`config.mk`:
```
export PLATFORM = sky130hd
export DESIGN_NAME = mtli_ctrl
export DESIGN_NICKNAME = d
export VERILOG_FILES = /design/src/design/mtli_pkg.sv /design/src/design/mtli_ctrl.sv
export SDC_FILE = /design/constraint.sdc
export NUM_CORES = 1
export LEC_CHECK = 0
export ABC_AREA = 1
export ABC_CLOCK_PERIOD_IN_PS = 1000
export BUFFER_PORTS_ARGS = -buffer_cell sky130_fd_sc_hd__buf_2
export CAP_MARGIN = 20
export CORE_AREA = 5 5 42 44
export DETAILED_ROUTE_END_ITERATION = 16
export DIE_AREA = 0 0 47 49
export PLACE_DENSITY = 0.47
export SKIP_CTS_REPAIR_TIMING = 1
export SYNTH_ARGS = -nofsm -noshare
export SYNTH_HDL_FRONTEND = slang
export SYNTH_SLANG_ARGS = --single-unit
```
`constraint.sdc`:
```
create_clock -name aclk -period 1 [get_ports aclk]
set_input_delay 0.05 -clock aclk [delete_from_list [all_inputs] [get_ports aclk]]
set_output_delay 0.05 -clock aclk [all_outputs]
set_load 0.03 [all_outputs]
```
`src/design/mtli_pkg.sv`:
```
// Package for the table interpolator: sizes, controller states and the
// command/status structs that join controller and datapath. No dependencies.
`default_nettype none
package mtli_pkg;

    localparam int MAX_ROWS  = 1024;
    localparam int ROW_W     = $clog2(MAX_ROWS);
    localparam int CNT_W     = ROW_W + 1;
    localparam int FRAC_BITS = 16;
    localparam int VAL_W     = 32;
    localparam int PROD_W    = 2 * VAL_W;
    localparam int DIV_W     = $clog2(PROD_W);

    // Input transaction commands
    localparam logic CMD_LOAD  = 1'b0;
    localparam logic CMD_QUERY = 1'b1;

    typedef enum logic [2:0] {
        ST_IDLE,
        ST_FIRST,
        ST_SCAN,
        ST_MUL,
        ST_DIV,
        ST_FIN
    } state_t;

    typedef struct packed {
        logic accept;
        logic first;
        logic step;
        logic latch;
        logic mul;
        logic div;
        logic finish;
    } ctrl_t;

    typedef struct packed {
        logic found;
        logic div_done;
        logic out_free;
    } stat_t;

    // Pick one 32-bit column out of a table row
    function automatic logic signed [VAL_W-1:0] col_sel(
        input logic [4*VAL_W-1:0] row,
        input logic [1:0]         idx
    );
        logic signed [VAL_W-1:0] v;
        case (idx)
            2'd0:    v = row[VAL_W-1:0];
            2'd1:    v = row[2*VAL_W-1:VAL_W];
            2'd2:    v = row[3*VAL_W-1:2*VAL_W];
            default: v = row[4*VAL_W-1:3*VAL_W];
        endcase
        return v;
    endfunction

endpackage
`default_nettype wire

```
`src/design/mtli_ctrl.sv`:
```
// Controller state machine for the table interpolator.
// Depends on mtli_pkg for state, command and status types.
`default_nettype none
module mtli_ctrl (
    input  wire logic            aclk,
    input  wire logic            aresetn,
    input  wire logic            s_valid,
    input  wire logic            s_cmd,
    output logic                 s_ready,
    input  mtli_pkg::stat_t      stat,
    output mtli_pkg::ctrl_t      ctrl
);

    mtli_pkg::state_t state_reg, state_next;

    // Hold state
    always_ff @(posedge aclk) begin
        if (!aresetn) begin
            state_reg <= mtli_pkg::ST_IDLE;
        end else begin
            state_reg <= state_next;
        end
    end

    // Sequence one transaction at a time
    always_comb begin
        state_next = state_reg;
        ctrl       = '0;
        s_ready    = 1'b0;
        case (state_reg)
            mtli_pkg::ST_IDLE: begin
                s_ready     = aresetn;
                ctrl.accept = s_valid && aresetn;
                if (aresetn && s_valid && (s_cmd == mtli_pkg::CMD_QUERY)) begin
                    state_next = mtli_pkg::ST_FIRST;
                end
            end
            mtli_pkg::ST_FIRST: begin
                ctrl.first = 1'b1;
                state_next = mtli_pkg::ST_SCAN;
            end
            mtli_pkg::ST_SCAN: begin
                if (stat.found) begin
                    ctrl.latch = 1'b1;
                    state_next = mtli_pkg::ST_MUL;
                end else begin
                    ctrl.step = 1'b1;
                end
            end
            mtli_pkg::ST_MUL: begin
                ctrl.mul   = 1'b1;
                state_next = mtli_pkg::ST_DIV;
            end
            mtli_pkg::ST_DIV: begin
                ctrl.div = 1'b1;
                if (stat.div_done) begin
                    state_next = mtli_pkg::ST_FIN;
                end
            end
            mtli_pkg::ST_FIN: begin
                if (stat.out_free) begin
                    ctrl.finish = 1'b1;
                    state_next  = mtli_pkg::ST_IDLE;
                end
            end
            default: begin
                state_next = mtli_pkg::ST_IDLE;
            end
        endcase
    end

endmodule
`default_nettype wire

```
---- Word-level counts from Yosys, hierarchy flattened ----
Cells that the tools add are included.
word-level totals
  word-level logic and storage cells ...... 29
  input port bits ......................... 7
  output and inout bits ................... 8
  register bits after elaboration ......... 3
operators by class
  reductions and logical operators ........ 4
  mux-type cells .......................... 15
  equality and inequality tests ........... 9
operators by type and width
  kind                                                                   number
  3-bit one-hot mux with 6 select lines                                  1
  3-bit 2-to-1 mux                                                       4
  1-bit 2-to-1 mux                                                       9
  2-bit != test, second input constant                                   4
  3-bit by 2-bit equality test with 1-bit output, second input constant  2
  3-bit equality test, second input constant                             2
  4-bit AND reduction                                                    1
  3-bit by 1-bit equality test with 1-bit output, second input constant  1
  3-bit zero test                                                        1
  1-bit logical AND                                                      2
  2-bit 2-to-1 mux                                                       1

---- Longest topological paths before layout ----
  depth in word-level cells ............... 4
  gate-level depth with buffers ........... 7
  gate-level depth less buffers ........... 7

---- Least setup slack after synthesis ----
OpenSTA, ideal clock, no wires.
  path type ............................... flip-flop to flip-flop
  start ................................... reg state_reg[0]
  end ..................................... reg state_reg[1]
  period minus slack after synthesis ...... 1415 ps
  data arrival time ....................... 1346 ps
  setup slack ............................. -415 ps
  data required time ...................... 930 ps
  library setup time ...................... 70 ps
  stages on the path, launching flop included .. 5
  buffers on the path ..................... 0
  path through ............................ dfxtp_1 inv_1 nor3_1 inv_1 a21oi_1
between the ends
  longest elaborated chain between the ends .. 3
  elaborated cells between the ends (all ways) .. 12
  classes of those cells .................. 9 x eq/ne; 1 x mux; 2 x reduce/logical
RTL lines
  element                                                                 RTL line         source
  start: declaration                                                      mtli_ctrl.sv:14  mtli_pkg::state_t state_reg, state_next;
  start signal: assignment                                                mtli_ctrl.sv:19  state_reg <= mtli_pkg::ST_IDLE;
  start signal: assignment                                                mtli_ctrl.sv:21  state_reg <= state_next;
  3-bit by 2-bit equality test with 1-bit output (tied with other cells)  mtli_ctrl.sv:30  case (state_reg)
  2-bit != test (no source line)                                          n/a
  4-bit AND reduction (no source line)                                    n/a
Several ways; a longest one is shown, not always the timed one.
A chain may end at the register's enable or synchronous reset.

==> summary.md <==
| Metric | Value |
|---|---|
| Run status | `complete, but fails checks` |
| Violated checks | `setup timing` |
| CTS tree | `built` |
| Clock Tree Buf Depth | `2` |
| Slowest stage delay, CP | `0.36 ns` |
| I/O pins | `15` |
| Reg2reg end | `state_reg[2]` |
| Worst rel slew slack | `0.856` |
| R2R cell count | `6` |
| Area Overhead vs Synth | `136%` |
| Routed length per instance | `9.76 um` |
| Worst path depth | `4` |
| DR iter-0 viols | `7` |
| Hold WS | `0.111 ns` |
| Hold Crit Depth | `4` |
| Reg-to-reg setup timing slack | `-0.07 ns` |
| GRT Overall Usage | `0.0620` |
| Antenna violations before repair | `0` |
| Max-Cap Viols | `0` |
| Port Buffers | `14` |
| Final nets | `74` |
| Crit path kind | `register to output pin` |
| Critical path required time | `0.95 ns` |
| Starting Density | `0.160` |
| FP Rows | `14` |
| Critical path's top delay family | `simple AND/OR/NAND/NOR gates` |
| Hold Crit Class | `input pin to register` |
| Skew final | `0.00193 ns` |
| RSZ-0062 raised after global routing | `yes` |
| Die Y | `49 um` |
| Syn_nets | `49` |
| Vias in the first global route | `293` |
| Critical path cell sequence | `nor2_4, nand2_2, nor2_2, buf_6` |
| Reg2reg start | `state_reg[0]` |
| Final Hold Fails | `0` |
| Setup crit start kind | `register` |
| Total die area | `2300 um2` |
| Root Driver | `clkbuf_4` |
| Count of distinct cell types in the synthesized netlist | `9` |
| Critical Path AT | `1.13 ns` |
| DR vias | `344` |
| Fin crit period | `1.18 ns` |
| Num Clock Sinks | `3` |
| Worst Tran Pin Value | `0.216 ns` |
| Max FFs per register | `3` |
| Layout cells sized above 1 | `0.682` |
| Core area | `1400 um2` |
| Final period util | `1.18` |
| Pleak | `0.248 nW` |
| DRC | `0` |
| Sequential fraction of the synthesis area | `0.268` |
| Hold endpoint | `state_reg[0]` |
| GRT Residual Overflow | `0` |
| Critical-path maximum fanout | `5` |
| Final setup fails | `10` |
| DR pass1 iterations | `2` |
| CP max stage cell | `dfxtp_4` |
| Nature of the critical path endpoint | `output pin` |
| Pwr Density | `1380 nW/um2` |
| VDD IR max | `0.583 mV` |
| CP bufs+invs | `1` |
| GPL Wtd Cong | `0.720` |
| Final wirelength | `800 um` |
| ANT cells | `0` |
| Vias per cell | `4.20` |
| Number of synthesized register bits | `3` |
| Largest net degree at the start of global routing | `6` |
| Fmax | `851 MHz` |
| Die Width | `47 um` |
| Clock slew at reported path FFs | `0.03 ns` |
| Max Slew Vio Count | `0` |
| H-tree levels | `1` |
| First-pass GRT wire length | `1.05 mm` |
| Cts bufs inserted | `3` |
| Syn Area/Cell | `5.33 um2` |
| Hold path start | `stat[0]` |
| Post-synthesis cell area | `224 um2` |
| Worst skew pair latency | `0.23 ns` |
| Final ANT Viol Nets | `0` |
| Final cell count without fillers | `82` |
| Final worst slack | `-0.176 ns` |
| Inst Count DP | `75` |
| Syn Inst Count | `42` |
| Total number of yosys warnings | `0` |
==> cells by family (layout without fill, tap and decap cells) <==
logic type | Yosys count | count (layout) | synth area share
AO/OA/AOI/OAI | 5 | 5 | 0.112
buffers and inverters | 11 | 35 | 0.184
AND/OR/NAND/NOR | 23 | 23 | 0.436
flip-flops | 3 | 3 | 0.268
==> routing by layer <==
layer | vias to the layer above | global-route usage | share of wire
met1 | 160 | 0.0593 | 0.35
met2 | 4 | 0.102 | 0.61
met5 | - | 0 | 0
li1 | 180 | - | -
met4 | 0 | 0.0415 | 0
met3 | 0 | 0.0258 | 0.040
==> through the flow <==
stage | setup slack [ns] | TNS (ns) | cell area, um2 | utilization | power [mW]
CTS | -0.299 | -2.04 | 377 | 0.269 | 0.598
global route | -0.219 | -1.62 | 529 | 0.378 | 0.779
floorplan | -0.0467 | -0.0933 | 238 | - | 0.316
global placement | -0.127 | -0.378 | 350 | 0.250 | 0.378
finish | -0.176 | -1.03 | 529 | 0.378 | 0.728
detailed placement | -0.104 | -0.326 | 350 | 0.250 | 0.376
==> worst reg2reg max path: stages (launching register included) <==
cell,delay (ns)
dfxtp_4,0.36
nor2_4,0.15
nand2_2,0.09
buf_4,0.14
o21ai_2,0.04
nand3_1,0.09
a21oi_1,0.13
==> where the power goes <==
part | internal (mW) | switching, mW | total [mW] | leakage, nW
combinational | 0.144 | 0.202 | 0.346 | 0.207
sequential | 0.141 | 0.0343 | 0.175 | 0.0264
clock | 0.149 | 0.0579 | 0.207 | 0.0150
==> cell usage in the layout, fill, tap and decap left out <==
cell      instances
a21oi_1           3
inv_1             7
nand2_1           3
buf_4             5
nor2_4            5
inv_2             2
a21oi_2           1
nand3_1           4
nor3_4            1
clkbuf_4          3
nor2_1            3
nand2_2           3
buf_2             6
dfxtp_2           1
inv_4             2
clkbuf_1          1
buf_6             9
o21ai_2           1
dfxtp_4           2
nor2_2            2
nand3_2           2
==> cell type report <==
class / count / area (um2)
fill: 158 / 872
timing repair buffer: 20 / 169
tap: 16 / 20.0
multi-input combinational: 28 / 199
clock buffer: 4 / 26.3
inverter: 11 / 46.3
sequential: 3 / 68.8
==> cells in the mapped netlist <==
| master | count | area share |
|---|---|---|
| nor2_1 | 9 | 0.15 |
| inv_1 | 11 | 0.18 |
| nand2_1 | 6 | 0.10 |
| nand3_1 | 6 | 0.13 |
| dfxtp_1 | 3 | 0.27 |
| nor2_2 | 1 | 0.028 |
| o21ai_0 | 1 | 0.022 |
| nor3_1 | 1 | 0.022 |
| a21oi_1 | 4 | 0.089 |
==> how the worst max path moves through the flow <==
stage | startpoint | end | slack, ns
4_1_cts | state_reg[1] | ctrl[1] | -0.30
6_report | state_reg[0] | ctrl[6] | -0.18
3_3_place_gp | state_reg[1] | state_reg[0] | -0.13
3_5_place_dp | state_reg[1] | state_reg[2] | -0.10
2_1_floorplan | state_reg[1] | ctrl[6] | -0.05
5_1_grt | state_reg[0] | ctrl[6] | -0.22
Note: power is estimated with default switching activity, not from simulation.
